===== src/sv/ppbs_pkg.sv =====
`default_nettype none

package ppbs_pkg;

  localparam int unsigned PIXEL_W = 32;
  localparam int unsigned COUNT_W = 25;
  localparam int unsigned SUM_W   = 32;
  localparam int unsigned GRAY_W  = 8;

  typedef struct packed {
    logic [PIXEL_W-1:0] pixel_first;
    logic [PIXEL_W-1:0] pixel_second;
    logic               frame_end;
  } pair_item_t;

  typedef struct packed {
    logic [COUNT_W-1:0] pixel_total;
    logic [COUNT_W-1:0] identical_count;
    logic [COUNT_W-1:0] brighter_count;
    logic [COUNT_W-1:0] darker_count;
    logic [SUM_W-1:0]   gray_sum_first;
    logic [SUM_W-1:0]   gray_sum_second;
  } stats_item_t;

endpackage

`default_nettype wire


===== src/sv/ppbs_if.sv =====
`default_nettype none

interface ppbs_pair_if
  import ppbs_pkg::*;
();
  logic       valid;
  logic       ready;
  pair_item_t data;

  modport source (output valid, output data, input ready);
  modport sink (input valid, input data, output ready);
endinterface

interface ppbs_stats_if
  import ppbs_pkg::*;
();
  logic        valid;
  logic        ready;
  stats_item_t data;

  modport source (output valid, output data, input ready);
  modport sink (input valid, input data, output ready);
endinterface

`default_nettype wire


===== src/sv/pixel_pair_brightness_stats_core.sv =====
`default_nettype none

// Compares two images one co-located ARGB pixel pair per transaction and
// reports, on the pair flagged frame_end, the number of pairs, the identical,
// brighter and darker counts and the gray-level sums of both images; all
// statistics then restart from zero for the next image. Unless the input is
// stalled, a pair is taken in every cycle: one input register feeds the
// accumulator update, so the sustained rate is one pair per clock. The
// result for a frame is registered in the output register after its last
// pair has passed the input register and waits there without blocking
// further pairs; only a second frame end arriving while the previous result
// is still untaken stalls the input. Counters saturate at the smaller of
// MAX_PIXELS and 2^25 - 1, sums at 2^32 - 1.
module pixel_pair_brightness_stats_core
  import ppbs_pkg::*;
#(
  parameter int unsigned MAX_PIXELS = 16777216
) (
  input  wire           clk,
  input  wire           rst,
  ppbs_pair_if.sink     pairs,
  ppbs_stats_if.source  stats
);

  localparam logic [COUNT_W-1:0] COUNT_ALL_ONES = {COUNT_W{1'b1}};
  localparam logic [COUNT_W-1:0] CNT_CAP =
    (MAX_PIXELS > 32'(COUNT_ALL_ONES)) ? COUNT_ALL_ONES : COUNT_W'(MAX_PIXELS);

  function automatic logic [GRAY_W-1:0] gray_of(input logic [PIXEL_W-1:0] argb);
    logic [12:0] r;
    logic [12:0] g;
    logic [12:0] b;
    logic [12:0] weighted;
    r = {5'd0, argb[23:16]};
    g = {5'd0, argb[15:8]};
    b = {5'd0, argb[7:0]};
    weighted = r * 13'd11 + (g << 4) + b * 13'd5;
    return weighted[12:5];
  endfunction

  function automatic logic [COUNT_W-1:0] bump(input logic [COUNT_W-1:0] c);
    return (c >= CNT_CAP) ? CNT_CAP : c + COUNT_W'(1);
  endfunction

  function automatic logic [SUM_W-1:0] add_sat(input logic [SUM_W-1:0] acc,
                                               input logic [GRAY_W-1:0] v);
    logic [SUM_W:0] s;
    s = {1'b0, acc} + (SUM_W+1)'(v);
    return s[SUM_W] ? {SUM_W{1'b1}} : s[SUM_W-1:0];
  endfunction

  logic        s1_valid;
  pair_item_t  s1_item;

  logic [COUNT_W-1:0] pair_counter;
  logic [COUNT_W-1:0] identical_counter;
  logic [COUNT_W-1:0] brighter_counter;
  logic [COUNT_W-1:0] darker_counter;
  logic [SUM_W-1:0]   gray_accum_first;
  logic [SUM_W-1:0]   gray_accum_second;

  logic [GRAY_W-1:0]  gray_first;
  logic [GRAY_W-1:0]  gray_second;
  logic               same_word;
  logic               first_brighter;
  stats_item_t        stats_next;

  logic        out_valid;
  stats_item_t out_data;

  logic out_free;
  logic s1_fire;

  assign out_free = !out_valid || stats.ready;
  assign s1_fire  = s1_valid && (!s1_item.frame_end || out_free);
  assign pairs.ready = !s1_valid || s1_fire;

  assign stats.valid = out_valid;
  assign stats.data  = out_data;

  always_comb begin
    gray_first     = gray_of(s1_item.pixel_first);
    gray_second    = gray_of(s1_item.pixel_second);
    same_word      = s1_item.pixel_first == s1_item.pixel_second;
    first_brighter = gray_first > gray_second;

    stats_next.pixel_total     = bump(pair_counter);
    stats_next.identical_count = same_word ? bump(identical_counter) : identical_counter;
    stats_next.brighter_count  = (!same_word && first_brighter) ?
                                 bump(brighter_counter) : brighter_counter;
    stats_next.darker_count    = (!same_word && !first_brighter) ?
                                 bump(darker_counter) : darker_counter;
    stats_next.gray_sum_first  = add_sat(gray_accum_first, gray_first);
    stats_next.gray_sum_second = add_sat(gray_accum_second, gray_second);
  end

  always_ff @(posedge clk) begin
    if (rst) begin
      s1_valid <= 1'b0;
    end else if (pairs.ready) begin
      s1_valid <= pairs.valid;
    end
  end

  always_ff @(posedge clk) begin
    if (pairs.ready && pairs.valid) begin
      s1_item <= pairs.data;
    end
  end

  always_ff @(posedge clk) begin
    if (rst) begin
      pair_counter      <= '0;
      identical_counter <= '0;
      brighter_counter  <= '0;
      darker_counter    <= '0;
      gray_accum_first  <= '0;
      gray_accum_second <= '0;
    end else if (s1_fire) begin
      if (s1_item.frame_end) begin
        pair_counter      <= '0;
        identical_counter <= '0;
        brighter_counter  <= '0;
        darker_counter    <= '0;
        gray_accum_first  <= '0;
        gray_accum_second <= '0;
      end else begin
        pair_counter      <= stats_next.pixel_total;
        identical_counter <= stats_next.identical_count;
        brighter_counter  <= stats_next.brighter_count;
        darker_counter    <= stats_next.darker_count;
        gray_accum_first  <= stats_next.gray_sum_first;
        gray_accum_second <= stats_next.gray_sum_second;
      end
    end
  end

  always_ff @(posedge clk) begin
    if (rst) begin
      out_valid <= 1'b0;
    end else if (s1_fire && s1_item.frame_end) begin
      out_valid <= 1'b1;
    end else if (stats.ready) begin
      out_valid <= 1'b0;
    end
  end

  always_ff @(posedge clk) begin
    if (s1_fire && s1_item.frame_end) begin
      out_data <= stats_next;
    end
  end

endmodule

`default_nettype wire

===== src/flat_wrapper.sv =====
// flat-port wrapper written by rule: the top's interface ports become plain ports
module pixel_pair_brightness_stats_core_flat import ppbs_pkg::*;
#(
  parameter int unsigned MAX_PIXELS = 16777216
)
  (clk, rst, pairs_valid, pairs_data, pairs_ready, stats_valid, stats_data, stats_ready);
  ppbs_pair_if pairs_i ();
  ppbs_stats_if stats_i ();
  input  wire clk;
  input  wire rst;
  input wire logic [$bits(pairs_i.valid)-1:0] pairs_valid;
  input wire logic [$bits(pairs_i.data)-1:0] pairs_data;
  output wire logic [$bits(pairs_i.ready)-1:0] pairs_ready;
  output wire logic [$bits(stats_i.valid)-1:0] stats_valid;
  output wire logic [$bits(stats_i.data)-1:0] stats_data;
  input wire logic [$bits(stats_i.ready)-1:0] stats_ready;
  assign pairs_i.valid = pairs_valid;
  assign pairs_i.data = pairs_data;
  assign pairs_ready = pairs_i.ready;
  assign stats_valid = stats_i.valid;
  assign stats_data = stats_i.data;
  assign stats_i.ready = stats_ready;
  pixel_pair_brightness_stats_core #(.MAX_PIXELS(MAX_PIXELS)) u_core (.clk(clk), .rst(rst), .pairs(pairs_i), .stats(stats_i));
endmodule

===== config.mk =====
export PLATFORM = sky130hd
export DESIGN_NAME = pixel_pair_brightness_stats_core_flat
export DESIGN_NICKNAME = d
export VERILOG_FILES = /design/src/sv/ppbs_pkg.sv /design/src/sv/ppbs_if.sv /design/src/sv/pixel_pair_brightness_stats_core.sv /design/src/flat_wrapper.sv
export SDC_FILE = /design/constraint.sdc
export NUM_CORES = 1
export LEC_CHECK = 0
export BUFFER_PORTS_ARGS = -buffer_cell sky130_fd_sc_hd__buf_4
export CORE_MARGIN = 3
export CORE_UTILIZATION = 50
export DETAILED_ROUTE_END_ITERATION = 8
export MAX_ROUTING_LAYER = met4
export PLACE_DENSITY = 0.7
export REMOVE_ABC_BUFFERS = 1
export SETUP_SLACK_MARGIN = 0.05
export SLEW_MARGIN = 20
export SYNTH_ARGS = -nofsm -noshare
export SYNTH_HDL_FRONTEND = slang
export SYNTH_SLANG_ARGS = --single-unit

===== constraint.sdc =====
create_clock -name clk -period 12.8 [get_ports clk]
set_clock_uncertainty 0.1 [all_clocks]
set_input_delay 1.92 -clock clk [delete_from_list [all_inputs] [get_ports clk]]
set_output_delay 1.92 -clock clk [all_outputs]
set_load 0.1 [all_outputs]

==> metrics.csv, run 1 <==
stage,metric,value,unit
outcome,status,finished clean,
setup_path,criticalPathCategory,reg2reg,
cts,clock_sinks,395,
die,placement_rows,75,
routing,drt_wl_total,54260,µm
setup_path,critical_path.startpoint_type,register,
sta,finalCritPeriodShare,58.39,%
worst_hold_path,min-delay-path-class,reg2reg,
die,io_pins,235,
sta,final.setup.tns,0,ns
yosys,yosys-top-cells-area,"edfxtp_1, dfxtp_1, ha_1",
setup_path,r2r_start,u_core.s1_item[4],
die,die_height,213.4,µm
yosys,mapped_cells,2149,
sta,report.final.setup_viol,0,
layout,postLayoutCoreUtil,59.03,%
routing,postRouteAntennaNets,0,
grt,grt_max_degree,166,
setup_path,worstSetupEndpointType,register,
routing,dr_total_vias,16940,
yosys,netlist_area,21500,µm²
layout,final_area,24930,µm²
placement,port_buffers,234,
yosys,yosysSeqAreaShare,47.44,%
run,maxCapViolCount,0,
layout,final_cell_count_no_fill,2892,
layout,post_route_cells_drive_above_1_share,15.09,%
layout,diodes,0,
yosys,synth-warning-count,0,
placement,dp.cells,2814,
sta,final.min_clock_period,7.474,ns
cts,tritoncts,yes,
cts,ctsHtreeMaxLevel,2,
routing,drt_iter0_markers,1269,
grt,first_global_vias,16180,
cts,cts_root_buffer,clkbuf_16,
die,floorplan.initialDensity,50.92,%
setup_path,timing.reg2reg.setup_slack,5.33,ns
pwr,pwr_dens,180.4,nW/µm²
pwr,irDropWorstVdd,0.1761,mV
routing,drt_pre_antenna_iters,6,
sta,worst_slew_margin_rel,21.10,%
routing,drt-wirelength-per-cell,18.76,µm
yosys,syn-mean-instance-area,10.01,µm²
cts,clk_pin_slew,0.06,ns
layout,layout_commonest_cell,buf_4,
routing,route.detailed.vias_per_inst,5.857,
placement,detailedPlacementHpwl,37080,µm
grt,global_route_wire_length_before_repair,85550,µm
routing,drc,0,
cts,post_cts_buffers,0,
layout,filler_cell_count,3549,
layout,area_growth_syn_to_layout,15.94,%
sta,max_fclk,133.8,MHz
grt,grt_antenna_before_repair,0,
pwr,p_leak,0.01003,µW
cts,ctsHoldBuffers,0,
die,die_area,45530,µm²
yosys,synth_flop_cell,edfxtp_1,
routing,routedLengthMet1,23630,µm
worst_hold_path,holdCritStartpoint,u_core.gray_accum_first[4],
sta,tightest_slew,1.184,ns
setup_path,critPathLaunch,u_core.s1_item[4],
pwr,total_power,4497,µW
yosys,yosysUniqueCellTypes,84,
placement,place_congestion,0.8662,
setup_path,required,13.15,ns
cts,cts_max_path_bufs,3,
yosys,post_synth_edffs,229,
cts,cts-resized-gates,0,
routing,met3_wirelength,3293,µm
setup_path,critical_path_peak_fanout,33,
yosys,synth_async_sr_flop_share,0,%
cts,clk-insertion-delay-late,0.57,ns
sta,timing_max_transition_violations_final,0,
grt,grtUsageTotal,24.23,%
routing,maxUsedRoutingLayer,met4,
routing,route.met2.wl,25220,µm
die,fp.dieW,213.4,µm
cts,numCtsBuffers,42,
setup_path,critPathArrivalTime,7.83,ns
layout,final_nets,2534,
placement,dpl_cell_area,23580,µm²
layout,commonest_non_fill_non_tap_cells_in_the_layout,"buf_4, edfxtp_1, nand2_1, dfxtp_1, nor2_1",
die,core_box_area,42230,µm²
yosys,synthDominantAreaCellType,edfxtp_1,
sta,grt_setup_unrepaired,false,
yosys,synth_top_area_share,31.98,%
grt,overflow,0,
sta,final_hold_viol_count,0,
yosys,yosys_register_bits,395,
## stage by stage
stage	hold WS, ns	worst slack [ns]
4_1_cts	0.3676	5.309
3_5_place_dp	0.3588	5.339
2_1_floorplan	0.3301	1.484
3_3_place_gp	0.3457	5.471
6_report	0.3660	5.326
5_1_grt	0.3945	4.802
## registers in the layout, summed over array words and instances (netlist names), 25 cells and up
name,flops
u_core.pair_counter,25
u_core.stats.data,164
u_core.brighter_counter,25
u_core.s1_item,65
u_core.gray_accum_first,32
u_core.darker_counter,25
u_core.identical_counter,25
u_core.gray_accum_second,32
## where the power goes
group          total [µW]  switching (µW)  internal [µW]  leakage [µW]
sequential           1480            42.7           1440       0.00369
clock                1200             511            689      0.000669
combinational        1820            1240            572       0.00567
## worst paths after layout
path	cells after the start	end
worst max-delay path	21	u_core.brighter_counter[14]
worst min-delay path	2	u_core.gray_accum_first[4]
worst max register to register	21	u_core.brighter_counter[14]
worst min register to register	2	u_core.gray_accum_first[4]
## synthesized netlist by cell type, types with 7 or more instances
| master | instances |
|---|---|
| buf_2 | 17 |
| o31ai_1 | 18 |
| edfxtp_1 | 229 |
| ha_1 | 94 |
| nor4_1 | 25 |
| buf_1 | 10 |
| nand4_1 | 44 |
| nand2_1 | 197 |
| a22o_1 | 56 |
| clkbuf_1 | 86 |
| inv_1 | 148 |
| o211ai_1 | 9 |
| and2_1 | 22 |
| nor2_1 | 166 |
| and3_1 | 32 |
| a21o_1 | 26 |
| dfxtp_1 | 166 |
| nor3_1 | 46 |
| o21a_1 | 10 |
| or4_1 | 10 |
| nand2b_1 | 10 |
| a22oi_1 | 18 |
| xor2_1 | 36 |
| nor3b_1 | 7 |
| a31oi_1 | 46 |
| buf_4 | 8 |
| xnor2_1 | 73 |
| and4_1 | 20 |
| nor2b_1 | 19 |
| o22ai_1 | 14 |
| fa_1 | 52 |
| o2bb2ai_1 | 16 |
| or2_2 | 7 |
| o21ai_0 | 102 |
| nand3_1 | 64 |
| or3_1 | 23 |
| a211oi_1 | 8 |
| a21oi_1 | 104 |
## cell families (layout without fill, tap and decap cells)
logic type	after synthesis	in the layout	synth area share, %
buf+inv	276	480	5.249
mux	10	10	0.5004
simple gates	713	713	16.47
flops	395	395	47.44
xor+xnor	109	109	4.440
fa+ha+maj	146	146	10.31
compound gates	500	500	15.59
## layer usage
layer	up-vias	GRT usage, %
li1	8139	-
met1	8108	31.67
met2	567	38.57
met3	125	3.204
met4	0	9.777
met5	-	-
## critical path, cell delays in order (launching register included)
cell and delay (ns):
edfxtp_1 0.45, ha_1 0.35, fa_1 0.51, fa_1 0.52
fa_1 0.49, ha_1 0.36, nand4_1 0.10, o211ai_1 0.12
o41ai_1 0.59, nor2_1 0.10, a2111oi_0 0.64, o21ba_2 0.25
xor2_1 0.17, ha_1 0.28, nand4_1 0.13, nor2_1 0.08
a211oi_1 0.26, or2_1 0.15, buf_4 0.35, nand2_1 0.56
a221o_1 0.56, a22o_1 0.22
## layout make-up
class	count	area [µm²]	area share, %
clock buffer	54	1127	4.522
clock inverter	24	219.0	0.8783
inverter	149	559.3	2.244
multi-input combinational	1478	10240	41.07
sequential	395	10200	40.92
tap	539	674.4	2.705
timing repair buffer	253	1912	7.669
No activity file was read; power rests on OpenSTA's default activity.
==> run 2: changes to the inputs <==
==> constraint.sdc (replaced) <==
create_clock -name clk -period 6.95 [get_ports clk]
set_clock_uncertainty 0.1 [all_clocks]
set_input_delay 1.0425 -clock clk [delete_from_list [all_inputs] [get_ports clk]]
set_output_delay 1.0425 -clock clk [all_outputs]
set_load 0.1 [all_outputs]
==> run 2 against run 1 <==
Compared with the run above: count of clock-buffer cells in the layout down 7; wire length up 1.8%; worst setup slack worse by 4.9 ns; first-iteration DRC count down 7.9%; clock power up 110%; global-route usage up 0.41 points; critical path depth up 2; sequential share of layout area down 0.57 points; design area up 1.4%; critical path type unchanged; largest cell class unchanged; largest power group unchanged; highest routed layer unchanged.
==> metrics.csv, run 2 (synthesis results as in run 1) <==
stage,metric,value,unit,change
cts,cts_max_path_bufs,3,,unchanged
setup_path,worstSetupEndpointType,register,,unchanged
grt,first_global_vias,16550,,was 16180
layout,multi_input_area,10270,µm²,was 10240 µm²
outcome,status,finished clean,,unchanged
layout,seqCellArea,10200,µm²,unchanged
die,die_height,213.4,µm,unchanged
pwr,clock_power_share,28.3,%,was 26.7%
die,floorplan.initialDensity,50.92,%,unchanged
routing,route.detailed.vias_per_inst,5.880,,was 5.857
setup_path,cpMaxStageDelayCell,fa_1,,was a2111oi_0
routing,dr_total_vias,17120,,was 16940
pwr,seqPwrFrac,31.1,%,was 32.9%
setup_path,required,7.35,ns,was 13.15 ns
pwr,pwr_dens,346.8,nW/µm²,was 180.4 nW/µm²
grt,global_route_wire_length_before_repair,87050,µm,was 85550 µm
sta,finalCritPeriodShare,93.76,%,was 58.39%
cts,clk_pin_slew,0.06,ns,about the same
layout,max_reg_flops,164,,unchanged
sta,max_fclk,153.5,MHz,was 133.8 MHz
die,placement_rows,75,,unchanged
placement,dp_slack,0.2665,ns,was 5.339 ns
pwr,irDropWorstVdd,0.3012,mV,was 0.1761 mV
cts,tritoncts,yes,,unchanged
layout,final_nets,2552,,was 2534
layout,filler_cell_count,3530,,was 3549
layout,area_growth_syn_to_layout,17.59,%,was 15.94%
sta,worst_slew_margin_rel,21.87,%,was 21.10%
sta,timing_max_transition_violations_final,0,,unchanged
layout,commonest_non_fill_non_tap_cells_in_the_layout,"buf_4, edfxtp_1, nand2_1, dfxtp_1, nor2_1",,unchanged
setup_path,critical_path_peak_fanout,24,,was 33
routing,drt_iter0_markers,1169,,was 1269
sta,final.setup.tns,0,ns,unchanged
placement,place_congestion,0.8792,,was 0.8662
cts,ctsHtreeMaxLevel,2,,unchanged
setup_path,cpPeakStageDelay,0.52,ns,was 0.64 ns
routing,drt_pre_antenna_iters,5,,was 6
setup_path,critical_path.startpoint_type,register,,unchanged
pwr,internal_power,5313,µW,was 2699 µW
sta,final_hold_viol_count,0,,unchanged
layout,final_area,25280,µm²,was 24930 µm²
grt,grtUsageTotal,24.64,%,was 24.23%
sta,grt_setup_unrepaired,false,,unchanged
grt,grt_antenna_before_repair,1,,was 0
cts,cts_root_buffer,clkbuf_16,,unchanged
die,core_box_area,42230,µm²,unchanged
die,fp.dieW,213.4,µm,unchanged
die,die_area,45530,µm²,unchanged
worst_hold_path,min-delay-path-class,reg2reg,,unchanged
sta,report.final.setup_viol,0,,unchanged
sta,setup_slack,0.4334,ns,was 5.326 ns
pwr,power.combinational.fraction,40.6,%,was 40.4%
placement,detailedPlacementHpwl,38250,µm,was 37080 µm
sta,tightest_slew,1.172,ns,was 1.184 ns
routing,drt-wirelength-per-cell,18.96,µm,was 18.76 µm
routing,drc,0,,unchanged
routing,postRouteAntennaNets,0,,unchanged
layout,layout_commonest_cell,buf_4,,unchanged
run,maxCapViolCount,0,,unchanged
setup_path,critPathArrivalTime,6.92,ns,was 7.83 ns
pwr,p_sw_share,39.41,%,was 39.98%
setup_path,timing.critical_path.buf_inv,4,,was 1
sta,final.min_clock_period,6.517,ns,was 7.474 ns
setup_path,criticalPathCategory,reg2reg,,unchanged
layout,post_route_cells_drive_above_1_share,16.40,%,was 15.09%
placement,dpl_cell_area,23700,µm²,was 23580 µm²
setup_path,worst_path_dominant_cell_family,adder cells,,was compound AO/OA/AOI/OAI gates
die,io_pins,235,,unchanged
cts,clk-insertion-delay-late,0.59,ns,was 0.57 ns
cts,numCtsBuffers,44,,was 42
grt,grt_max_degree,166,,unchanged
cts,clock_sinks,395,,unchanged
pwr,power.switching,3456,µW,was 1798 µW
routing,drt_wl_total,55210,µm,was 54260 µm
grt,overflow,0,,unchanged
pwr,p_leak,0.01019,µW,was 0.01003 µW
setup_path,cell_by_cell_listing_of_the_critical_path,ha_1 > fa_1 > fa_1 > fa_1 > ha_1 > nand3_1 > o211ai_1 > o41ai_2 > buf_4 > nor2_1 > a2111oi_2 > buf_4 > xnor2_1 > inv_1 > ha_1 > nand4_1 > nor2_1 > a21oi_1 > or2_1 > or2_1 > buf_4 > or3_1 > o31ai_1,,was ha_1 > fa_1 > fa_1 > fa_1 > ha_1 > nand4_1 > o211ai_1 > o41ai_1 > nor2_1 > a2111oi_0 > o21ba_2 > xor2_1 > ha_1 > nand4_1 > nor2_1 > a211oi_1 > or2_1 > buf_4 > nand2_1 > a221o_1 > a22o_1
sta,hold_slack,0.3600,ns,was 0.3660 ns
placement,port_buffers,234,,unchanged
==> run 2: cell types whose count changed in the layout (fill, tap and decap cells not counted), sizes merged <==
cell      delta
clkbuf       -7
bufinv       +5
buf         +16
clkinvlp     +6
clkinv       -1
diode        +1
==> run 2: power by group through the flow <==
| stage | Clock, µW | Combinational, µW | Sequential (µW) |
|---|---|---|---|
| 2_1_floorplan | 0 | 2050 | 3070 |
| 3_3_place_gp | 0 | 3380 | 2770 |
| 3_5_place_dp | 0 | 3500 | 2770 |
| 4_1_cts | 2530 | 3520 | 2720 |
| 5_1_grt | 2630 | 3910 | 2730 |
| 6_report | 2480 | 3560 | 2720 |
==> run 2: layout make-up <==
| cell class | count | share of cell area (%) |
|---|---|---|
| timing repair buffer | 269 | 8.036 |
| clock buffer | 47 | 4.439 |
| antenna | 1 | 0.009897 |
| multi-input combinational | 1478 | 40.61 |
| inverter | 149 | 2.212 |
| clock inverter | 34 | 1.683 |
| sequential | 395 | 40.34 |
| tap | 539 | 2.667 |
==> run 2: metal layers <==
metal  part of all wire [%]  global-route usage [%]
met5                      0                       -
met3                    6.6                   4.053
met4                    3.6                   9.002
met1                     43                   32.61
met2                     46                   38.59
==> run 2: repair_timing <==
action / 4_1_cts / 5_1_grt
gates resized for setup: 0 / 7
hold buffers: 0 / 0
buffers inserted: 0 / 0
endpoints found under the setup margin: 0 / 63
==> run 2: path summary, 6_finish.rpt <==
path,startpoint,to,slack (ns),depth (start not counted)
worst min register to register,u_core.gray_accum_first[4],u_core.gray_accum_first[4],0.36,2
worst min-delay path,u_core.gray_accum_first[4],u_core.gray_accum_first[4],0.36,2
worst max-delay path,u_core.s1_item[4],u_core.darker_counter[19],0.43,23
worst max register to register,u_core.s1_item[4],u_core.darker_counter[19],0.43,23
==> run 2: worst register-to-register path: stages (launching register included) <==
cell       delay (ns)
edfxtp_1         0.46
ha_1             0.35
fa_1             0.52
fa_1             0.52
fa_1             0.49
ha_1             0.36
nand3_1          0.10
o211ai_1         0.14
o41ai_2          0.24
buf_4            0.18
nor2_1           0.05
a2111oi_2        0.32
buf_4            0.17
xnor2_1          0.17
inv_1            0.08
ha_1             0.30
nand4_1          0.12
nor2_1           0.17
a21oi_1          0.08
or2_1            0.36
or2_1            0.26
buf_4            0.22
or3_1            0.46
o31ai_1          0.22
==> run 2: metrics by stage <==
stage,instances,total power [µW],util (%)
2_1_floorplan,2022,5122,-
3_3_place_gp,2830,6151,56.13
3_5_place_dp,2830,6271,56.13
4_1_cts,2911,8767,59.80
5_1_grt,2912,9274,59.88
6_report,2912,8769,59.88
